[src/rtl/sha256_pkg.sv]
// shared types and constants for the sha-256 stream hasher
// payload structs, controller/datapath command and status, round constants
// no dependencies
package sha256_pkg;

  localparam logic MODE_ABSORB = 1'b0;
  localparam logic MODE_FINISH = 1'b1;

  localparam logic [5:0] FILL_LAST    = 6'd63;
  localparam logic [5:0] FILL_LEN_POS = 6'd56;
  localparam logic [5:0] ROUND_LAST   = 6'd63;
  localparam logic [2:0] IDX_LAST     = 3'd7;
  localparam logic [7:0] PAD_BYTE     = 8'h80;
  localparam logic [63:0] LEN_STEP    = 64'd8;

  localparam logic [31:0] H_INIT [8] = '{
    32'h6a09e667, 32'hbb67ae85, 32'h3c6ef372, 32'ha54ff53a,
    32'h510e527f, 32'h9b05688c, 32'h1f83d9ab, 32'h5be0cd19
  };

  localparam logic [31:0] ROUND_K [64] = '{
    32'h428a2f98, 32'h71374491, 32'hb5c0fbcf, 32'he9b5dba5,
    32'h3956c25b, 32'h59f111f1, 32'h923f82a4, 32'hab1c5ed5,
    32'hd807aa98, 32'h12835b01, 32'h243185be, 32'h550c7dc3,
    32'h72be5d74, 32'h80deb1fe, 32'h9bdc06a7, 32'hc19bf174,
    32'he49b69c1, 32'hefbe4786, 32'h0fc19dc6, 32'h240ca1cc,
    32'h2de92c6f, 32'h4a7484aa, 32'h5cb0a9dc, 32'h76f988da,
    32'h983e5152, 32'ha831c66d, 32'hb00327c8, 32'hbf597fc7,
    32'hc6e00bf3, 32'hd5a79147, 32'h06ca6351, 32'h14292967,
    32'h27b70a85, 32'h2e1b2138, 32'h4d2c6dfc, 32'h53380d13,
    32'h650a7354, 32'h766a0abb, 32'h81c2c92e, 32'h92722c85,
    32'ha2bfe8a1, 32'ha81a664b, 32'hc24b8b70, 32'hc76c51a3,
    32'hd192e819, 32'hd6990624, 32'hf40e3585, 32'h106aa070,
    32'h19a4c116, 32'h1e376c08, 32'h2748774c, 32'h34b0bcb5,
    32'h391c0cb3, 32'h4ed8aa4a, 32'h5b9cca4f, 32'h682e6ff3,
    32'h748f82ee, 32'h78a5636f, 32'h84c87814, 32'h8cc70208,
    32'h90befffa, 32'ha4506ceb, 32'hbef9a3f7, 32'hc67178f2
  };

  typedef struct packed {
    logic       mode;
    logic [7:0] data_byte;
  } sha_in_t;

  typedef struct packed {
    logic [31:0] digest_word;
    logic [2:0]  word_index;
    logic        last_word;
  } sha_out_t;

  typedef enum logic [1:0] {
    BSEL_DATA,
    BSEL_PAD,
    BSEL_ZERO,
    BSEL_LEN
  } sha_bsel_t;

  typedef enum logic [2:0] {
    S_IDLE,
    S_PAD_ZERO,
    S_PAD_LEN,
    S_COMP,
    S_ADD,
    S_OUT
  } sha_state_t;

  typedef struct packed {
    logic       push;
    sha_bsel_t  byte_sel;
    logic       add_len;
    logic [2:0] idx;
    logic       load_work;
    logic       do_round;
    logic [5:0] round_idx;
    logic       add_chain;
    logic       emit;
    logic       clear_msg;
  } sha_cmd_t;

  typedef struct packed {
    logic [5:0] fill;
    logic       out_free;
  } sha_stat_t;

endpackage

[src/rtl/sha256_ctrl.sv]
// controller for the sha-256 stream hasher: message, padding and round sequencing
// depends on sha256_pkg
module sha256_ctrl (
  input  logic                  clk,
  input  logic                  rst_n,
  input  logic                  in_valid,
  input  logic                  in_mode,
  output logic                  in_stall,
  input  sha256_pkg::sha_stat_t status,
  output sha256_pkg::sha_cmd_t  cmd
);
  import sha256_pkg::*;

  sha_state_t state_r, state_nxt;
  logic [5:0] round_r, round_nxt;
  logic [2:0] cnt_r, cnt_nxt;
  logic       fin_r, fin_nxt;
  logic       last_r, last_nxt;

  // state and counters
  always_ff @(posedge clk) begin
    if (!rst_n) begin
      state_r <= S_IDLE;
      round_r <= '0;
      cnt_r   <= '0;
      fin_r   <= 1'b0;
      last_r  <= 1'b0;
    end else begin
      state_r <= state_nxt;
      round_r <= round_nxt;
      cnt_r   <= cnt_nxt;
      fin_r   <= fin_nxt;
      last_r  <= last_nxt;
    end
  end

  // next state and commands
  always_comb begin
    state_nxt = state_r;
    round_nxt = round_r;
    cnt_nxt   = cnt_r;
    fin_nxt   = fin_r;
    last_nxt  = last_r;
    cmd       = '0;
    cmd.idx   = cnt_r;
    cmd.round_idx = round_r;
    in_stall  = 1'b1;
    unique case (state_r)
      S_IDLE: begin
        in_stall = 1'b0;
        if (in_valid) begin
          cmd.push = 1'b1;
          if (in_mode == MODE_FINISH) begin
            cmd.byte_sel = BSEL_PAD;
            fin_nxt      = 1'b1;
            state_nxt    = S_PAD_ZERO;
          end else begin
            cmd.byte_sel = BSEL_DATA;
            cmd.add_len  = 1'b1;
          end
          if (status.fill == FILL_LAST) begin
            cmd.load_work = 1'b1;
            round_nxt     = '0;
            state_nxt     = S_COMP;
          end
        end
      end
      S_PAD_ZERO: begin
        if (status.fill == FILL_LEN_POS) begin
          cnt_nxt   = '0;
          state_nxt = S_PAD_LEN;
        end else begin
          cmd.push     = 1'b1;
          cmd.byte_sel = BSEL_ZERO;
          if (status.fill == FILL_LAST) begin
            cmd.load_work = 1'b1;
            round_nxt     = '0;
            state_nxt     = S_COMP;
          end
        end
      end
      S_PAD_LEN: begin
        cmd.push     = 1'b1;
        cmd.byte_sel = BSEL_LEN;
        cnt_nxt      = cnt_r + 3'd1;
        if (status.fill == FILL_LAST) begin
          cmd.load_work = 1'b1;
          round_nxt     = '0;
          last_nxt      = 1'b1;
          state_nxt     = S_COMP;
        end
      end
      S_COMP: begin
        cmd.do_round = 1'b1;
        round_nxt    = round_r + 6'd1;
        if (round_r == ROUND_LAST) begin
          state_nxt = S_ADD;
        end
      end
      S_ADD: begin
        cmd.add_chain = 1'b1;
        if (last_r) begin
          cnt_nxt   = '0;
          state_nxt = S_OUT;
        end else if (fin_r) begin
          state_nxt = S_PAD_ZERO;
        end else begin
          state_nxt = S_IDLE;
        end
      end
      S_OUT: begin
        if (status.out_free) begin
          cmd.emit = 1'b1;
          cnt_nxt  = cnt_r + 3'd1;
          if (cnt_r == IDX_LAST) begin
            cmd.clear_msg = 1'b1;
            fin_nxt       = 1'b0;
            last_nxt      = 1'b0;
            state_nxt     = S_IDLE;
          end
        end
      end
      default: begin
        state_nxt = S_IDLE;
      end
    endcase
  end

  // a block only starts compressing when its last byte goes in
  a_load_full: assert property (@(posedge clk) disable iff (!rst_n)
    cmd.load_work |-> (cmd.push && status.fill == FILL_LAST))
    else $error("compression started on a partial block");

  // the round counter starts from zero on every block
  a_round_start: assert property (@(posedge clk) disable iff (!rst_n)
    cmd.load_work |=> (state_r == S_COMP && round_r == '0))
    else $error("round counter not cleared at block start");

  // chain add follows the final round
  a_add_after_rounds: assert property (@(posedge clk) disable iff (!rst_n)
    (state_r == S_COMP && round_r == ROUND_LAST) |=> state_r == S_ADD)
    else $error("chain add did not follow the final round");

  // length bytes end exactly on a block boundary
  a_len_aligned: assert property (@(posedge clk) disable iff (!rst_n)
    (state_r == S_PAD_LEN && cnt_r == IDX_LAST) |-> status.fill == FILL_LAST)
    else $error("length field not aligned to block end");

endmodule

[src/rtl/sha256_dp.sv]
// datapath for the sha-256 stream hasher: block shift line, round logic,
// chaining state, bit length and output register; depends on sha256_pkg
module sha256_dp (
  input  logic                  clk,
  input  logic                  rst_n,
  input  logic [7:0]            in_byte,
  input  sha256_pkg::sha_cmd_t  cmd,
  output sha256_pkg::sha_stat_t status,
  output logic                  out_valid,
  input  logic                  out_stall,
  output sha256_pkg::sha_out_t  out_data
);
  import sha256_pkg::*;

  // block bytes and schedule share one shift line; word 15 is the oldest
  logic [511:0]     blk_r, blk_nxt;
  logic [31:0]      work_r [8];
  logic [31:0]      work_nxt [8];
  logic [31:0]      h_r [8];
  logic [31:0]      h_nxt [8];
  logic [5:0]       fill_r, fill_nxt;
  logic [63:0]      len_r, len_nxt;
  logic             out_valid_r, out_valid_nxt;
  sha_out_t         out_data_r, out_data_nxt;

  logic [7:0]  push_byte;
  logic [31:0] w_old, w_x, w_9, w_y, ws0, ws1, w_t;
  logic [31:0] ra, rb, rc, rd, re, rf, rg, rh;
  logic [31:0] bs0, bs1, ch, maj, t1, t2;

  // byte to push
  always_comb begin
    unique case (cmd.byte_sel)
      BSEL_DATA: push_byte = in_byte;
      BSEL_PAD:  push_byte = PAD_BYTE;
      BSEL_ZERO: push_byte = '0;
      BSEL_LEN:  push_byte = len_r[8 * (7 - 32'(cmd.idx)) +: 8];
      default:   push_byte = '0;
    endcase
  end

  // message schedule word
  always_comb begin
    w_old = blk_r[32 * 15 +: 32];
    w_x   = blk_r[32 * 14 +: 32];
    w_9   = blk_r[32 * 6 +: 32];
    w_y   = blk_r[32 * 1 +: 32];
    ws0   = {w_x[6:0], w_x[31:7]} ^ {w_x[17:0], w_x[31:18]} ^ (w_x >> 3);
    ws1   = {w_y[16:0], w_y[31:17]} ^ {w_y[18:0], w_y[31:19]} ^ (w_y >> 10);
    if (cmd.round_idx[5:4] == 2'd0) begin
      w_t = w_old;
    end else begin
      w_t = w_old + ws0 + w_9 + ws1;
    end
  end

  // one compression round
  always_comb begin
    ra  = work_r[0];
    rb  = work_r[1];
    rc  = work_r[2];
    rd  = work_r[3];
    re  = work_r[4];
    rf  = work_r[5];
    rg  = work_r[6];
    rh  = work_r[7];
    bs1 = {re[5:0], re[31:6]} ^ {re[10:0], re[31:11]} ^ {re[24:0], re[31:25]};
    ch  = (re & rf) ^ (~re & rg);
    t1  = rh + bs1 + ch + ROUND_K[cmd.round_idx] + w_t;
    bs0 = {ra[1:0], ra[31:2]} ^ {ra[12:0], ra[31:13]} ^ {ra[21:0], ra[31:22]};
    maj = (ra & rb) ^ (ra & rc) ^ (rb & rc);
    t2  = bs0 + maj;
  end

  // next values
  always_comb begin
    blk_nxt       = blk_r;
    fill_nxt      = fill_r;
    len_nxt       = len_r;
    work_nxt      = work_r;
    h_nxt         = h_r;
    out_data_nxt  = out_data_r;
    out_valid_nxt = out_valid_r && out_stall;
    if (cmd.push) begin
      blk_nxt  = {blk_r[503:0], push_byte};
      fill_nxt = fill_r + 6'd1;
    end
    if (cmd.add_len) begin
      len_nxt = len_r + LEN_STEP;
    end
    if (cmd.load_work) begin
      work_nxt = h_r;
    end
    if (cmd.do_round) begin
      blk_nxt     = {blk_r[479:0], w_t};
      work_nxt[0] = t1 + t2;
      work_nxt[1] = ra;
      work_nxt[2] = rb;
      work_nxt[3] = rc;
      work_nxt[4] = rd + t1;
      work_nxt[5] = re;
      work_nxt[6] = rf;
      work_nxt[7] = rg;
    end
    if (cmd.add_chain) begin
      for (int i = 0; i < 8; i++) begin
        h_nxt[i] = h_r[i] + work_r[i];
      end
    end
    if (cmd.emit) begin
      out_data_nxt.digest_word = h_r[cmd.idx];
      out_data_nxt.word_index  = cmd.idx;
      out_data_nxt.last_word   = (cmd.idx == IDX_LAST);
      out_valid_nxt            = 1'b1;
    end
    if (cmd.clear_msg) begin
      h_nxt    = H_INIT;
      fill_nxt = '0;
      len_nxt  = '0;
    end
  end

  // control and chaining registers
  always_ff @(posedge clk) begin
    if (!rst_n) begin
      h_r         <= H_INIT;
      fill_r      <= '0;
      len_r       <= '0;
      out_valid_r <= 1'b0;
    end else begin
      h_r         <= h_nxt;
      fill_r      <= fill_nxt;
      len_r       <= len_nxt;
      out_valid_r <= out_valid_nxt;
    end
  end

  // payload registers
  always_ff @(posedge clk) begin
    blk_r      <= blk_nxt;
    work_r     <= work_nxt;
    out_data_r <= out_data_nxt;
  end

  assign status.fill     = fill_r;
  assign status.out_free = !out_valid_r || !out_stall;
  assign out_valid       = out_valid_r;
  assign out_data        = out_data_r;

  // a new word never overwrites one still waiting
  a_emit_free: assert property (@(posedge clk) disable iff (!rst_n)
    cmd.emit |-> (!out_valid_r || !out_stall))
    else $error("digest word overwritten while stalled");

  // message state is back to empty after the digest goes out
  a_clear: assert property (@(posedge clk) disable iff (!rst_n)
    cmd.clear_msg |=> (fill_r == '0 && len_r == '0 && h_r[0] == H_INIT[0]))
    else $error("message state not cleared after finish");

endmodule

[src/rtl/sha256_stream_hasher_unit.sv]
// sha-256 stream hasher: one message byte per word, eight digest words out.
// absorb: an accepted word pushes its byte; a full block then runs all rounds and the chain add.
// finish: padding and length bytes, one or two block compressions, then 8 output words.
// rounds run one per cycle on a single round unit; input waits while it is busy.
// synchronous active-low reset loads the initial hash values and empties the message.
module sha256_stream_hasher_unit (
  input  logic                 clk,
  input  logic                 rst_n,
  input  logic                 in_valid,
  output logic                 in_stall,
  input  sha256_pkg::sha_in_t  in_data,
  output logic                 out_valid,
  input  logic                 out_stall,
  output sha256_pkg::sha_out_t out_data
);
  import sha256_pkg::*;

  sha_cmd_t  cmd;
  sha_stat_t status;

  // sequencing
  sha256_ctrl u_ctrl (
    .clk      (clk),
    .rst_n    (rst_n),
    .in_valid (in_valid),
    .in_mode  (in_data.mode),
    .in_stall (in_stall),
    .status   (status),
    .cmd      (cmd)
  );

  // hashing datapath
  sha256_dp u_dp (
    .clk       (clk),
    .rst_n     (rst_n),
    .in_byte   (in_data.data_byte),
    .cmd       (cmd),
    .status    (status),
    .out_valid (out_valid),
    .out_stall (out_stall),
    .out_data  (out_data)
  );

endmodule

[config.mk]
export PLATFORM = sky130hd
export DESIGN_NAME = sha256_stream_hasher_unit
export DESIGN_NICKNAME = d
export VERILOG_FILES = /design/src/rtl/sha256_pkg.sv /design/src/rtl/sha256_ctrl.sv /design/src/rtl/sha256_dp.sv /design/src/rtl/sha256_stream_hasher_unit.sv
export SDC_FILE = /design/constraint.sdc
export NUM_CORES = 2
export LEC_CHECK = 0
export BUFFER_PORTS_ARGS = -buffer_cell sky130_fd_sc_hd__buf_2
export CAP_MARGIN = 15
export CELL_PAD_IN_SITES_DETAIL_PLACEMENT = 1
export CELL_PAD_IN_SITES_GLOBAL_PLACEMENT = 2
export CORE_ASPECT_RATIO = 0.7
export CORE_MARGIN = 5
export CORE_UTILIZATION = 30
export CTS_BUF_LIST = sky130_fd_sc_hd__clkbuf_8 sky130_fd_sc_hd__clkbuf_16
export DETAILED_ROUTE_END_ITERATION = 7
export PLACE_DENSITY = 0.72
export SETUP_SLACK_MARGIN = 0.05
export SYNTH_ARGS = -nofsm -noshare
export SYNTH_HDL_FRONTEND = slang
export SYNTH_SLANG_ARGS = --single-unit
[constraint.sdc]
create_clock -name clk -period 12.55 [get_ports clk]
set_clock_uncertainty 0.05 [all_clocks]
set_input_delay 0 -clock clk [delete_from_list [all_inputs] [get_ports clk]]
set_output_delay 0 -clock clk [all_outputs]
set_load 0.005 [all_outputs]
==> run_results.csv <==
group,metric,value,unit
routing,drt_iter0_markers,5797,
timing,worst_slew_margin_rel,7.028,%
clock_network,cts_num_sinks,1142,
setup_path,critical_path_buf_inv_count,4,
synthesis,synth_flop_cell,"edfxtp_1",
global_route,antenna_found_initial,4,
layout,areaGrowthSynthToFinish,11.16,%
synthesis,synth_top_area_share,31.82,%
clock_network,htree_levels,4,
min_path,min_path_type,"input port to flop",
synthesis,synth-edff-count,804,
timing,rsz0062_at_grt,"false",
timing,setup_violations,0,
floorplanning,fp-row-count,154,
synthesis,syn_area_per_cell,8.979,um2
timing,hold_ws,166.7,ps
setup_path,max_stage_delay,720,ps
routing,num_vias,62000,
placed_design,gp_congestion,0.9171,
setup_path,cp-end-kind,"flop",
global_route,busiest_layer,"met1",
floorplanning,ioPinCount,51,
clock_network,clkLatencyLatePin,830,ps
global_route,use_met3,5.363,%
clock_network,cts_tree,"yes",
floorplanning,die-area,0.2633,mm2
synthesis,ys_warn_count,0,
global_route,met2_usage,28.48,%
layout,final.fill_count,29140,
flow_run,maxCapViolCount,0,
setup_path,start_kind,"flop",
status,status,"finished, final reports clean",
global_route,met1_usage,32.94,%
routing,drtPass1Iterations,8,
synthesis,ys_types,96,
routing,via_per_inst,5.267,
synthesis,ys_seq_area_share,40.73,%
setup_path,critPathKind,"flop to flop",
placed_design,io_buffer_count,50,
routing,antenna_left,0,
timing,slew_viol_final,0,
power_and_ir_drop,power_leakage,0.03473,uW
synthesis,synth_area,0.07588,mm2
layout,post-route-util,33.52,%
layout,layout-drive-gt1-share,6.619,%
timing,period_share,86.04,%
synthesis,synth-seq-cells,1142,
global_route,grt_pass1_vias,61520,
global_route,grt_first_pass_wirelength,417900,um
power_and_ir_drop,peakVddDrop,196.8,uV
timing,min_period,10800,ps
global_route,grt_overflow_total,0,
clock_network,cts_buffer_depth,4,
setup_path,crit_fanout,5,
setup_path,cp_data_arrival_time,11280,ps
synthesis,synth.most_common_cell,"nand2_1",
synthesis,synth_nets,9064,
synthesis,ys_top_cells_by_count,"nand2_1, edfxtp_1, a21oi_1",
routing,wl,284500,um
global_route,grt.total_usage,20.91,%
routing,wl_per_cell,24.17,um
synthesis,async_flop_share,0,%
setup_path,crit_slowest_cell,"a2111oi_0",
timing,tightest_slew,1395,ps
placed_design,dpl.hpwl,212100,um
floorplanning,floorplan.die.width,611.1,um
clock_network,clock-root-buffer,"clkbuf_16",
clock_network,path_clk_slew,70,ps
synthesis,synthCells,8451,
timing,tns,0,ps
routing,drc,0,
timing,timing.fmax,92.61,MHz
setup_path,required,13030,ps
power_and_ir_drop,p_per_area,161.0,mW/mm2
global_route,grt_max_degree,213,
timing,hold_viol,0,
setup_path,crit_top_cell,"a21o_1",
setup_path,cpLargestDelayFamily,"compound AO/OA/AOI/OAI gates",
floorplanning,start_util,30.15,%
clock_network,numCtsBuffers,145,
floorplanning,die_height,430.8,um
synthesis,synth.area.top_cells,"edfxtp_1, nand2_1, dfxtp_1, ha_1, fa_1",
floorplanning,coreArea,0.2516,mm2
layout,final_nets,8923,
synthesis,synth_top_area_cell,"edfxtp_1",
[routing by layer]
metal / up-vias / wire length, um
li1: 28770 / -
met1: 31370 / 145200
met2: 1598 / 111300
met3: 264 / 23200
met4: 2 / 4828
met5: - / 13
[final timing paths]
kind         slack [ps]                      endpoint                  startpoint  cells past startpoint
max reg2reg        1750         u_dp.ra[30]$_DFFE_PP_    u_dp.blk_r[52]$_DFFE_PP_                     39
min                 170  u_ctrl.cnt_r[1]$_SDFFE_PN0P_                       rst_n                      3
max                1750         u_dp.ra[30]$_DFFE_PP_    u_dp.blk_r[52]$_DFFE_PP_                     39
min reg2reg         440    u_dp.h_r[170]$_SDFFE_PP0P_  u_dp.h_r[170]$_SDFFE_PP0P_                      2
[layout make-up]
| type | instances | area [um2] | share of cell area [%] |
|---|---|---|---|
| Antenna cell | 2 | 5.005 | 0.005933 |
| Tap cell | 3354 | 4197 | 4.975 |
| Timing Repair Buffer | 175 | 1334 | 1.581 |
| Multi-Input combinational cell | 6483 | 41940 | 49.72 |
| Inverter | 363 | 1370 | 1.624 |
| Sequential cell | 1142 | 30920 | 36.66 |
| Clock buffer | 162 | 3896 | 4.619 |
| Clock inverter | 90 | 689.4 | 0.8173 |
[logic make-up after synthesis]
| logic type | count (synthesis) | share of synthesized area [%] |
|---|---|---|
| adder cells (fa/ha/maj) | 605 | 11.89 |
| XOR/XNOR | 614 | 7.087 |
| AND/OR/NAND/NOR | 3415 | 18.48 |
| AO/OA/AOI/OAI | 1657 | 13.70 |
| buffers and inverters | 826 | 4.098 |
| multiplexers | 192 | 4.018 |
| flip-flops | 1142 | 40.73 |
[cells in the final DEF, fill, tap and decap left out, types with 53 or more instances in the layout]
cell and count:
a211oi_1 58, a21o_1 215, a21oi_1 482, buf_4 97, clkbuf_16 148, dfxtp_1 332
edfxtp_1 804, fa_1 195, ha_1 405, inv_1 381, mux2_2 59, mux4_2 84
nand2_1 2522, nand2b_1 63, nand3_1 94, nor2_1 366, nor3_1 96, o211ai_1 103
o21a_1 61, o21ai_0 292, o21ai_1 127, o21bai_1 53, xnor2_1 366, xor2_1 248
[tightest hold or removal path, delay by kind of cell]
kind            cells  cell delay, ps
buf+inv             2             810
compound gates      1             170
[per-stage QoR]
stage | area (um2) | instances | worst slack, ps | power [uW]
floorplan | 75880 | 8451 | 3352 | 8103
global placement | 79570 | 11500 | 1624 | 9290
detailed placement | 79590 | 11500 | 1914 | 9366
CTS | 84320 | 11770 | 1878 | 13650
global route | 84350 | 11770 | 1233 | 14380
finish | 84350 | 11770 | 1751 | 13580
[state kept, by name (all words and copies together) (netlist names)]
name,count
u_dp.blk_r,512
u_dp.h_r,256
u_dp.len_r,61
u_dp.out_data,36
u_dp.ra,32
u_dp.rb,32
u_dp.rc,32
u_dp.rd,32
u_dp.re,32
u_dp.rf,32
u_dp.rg,32
u_dp.rh,32
u_ctrl.round_r,6
u_dp.fill_r,6
u_ctrl.cnt_r,3
u_ctrl.state_r,3
u_ctrl.fin_r,1
u_ctrl.last_r,1
u_dp.out_valid,1
[where the power goes]
group / leakage, uW / switching [uW] / internal [uW]
combinational: 0.0222 / 2810 / 1860
clock: 0.00234 / 1780 / 2410
sequential: 0.0102 / 286 / 4420
total: 0.0347 / 4880 / 8700
[timing repair]
item | 4_1_cts | 5_1_grt
endpoints found under the hold margin | 107 | 0
setup buffers | 0 | 0
resized for setup | 0 | 0
hold buffers | 15 | 0
(Power assumes the default switching activity.)
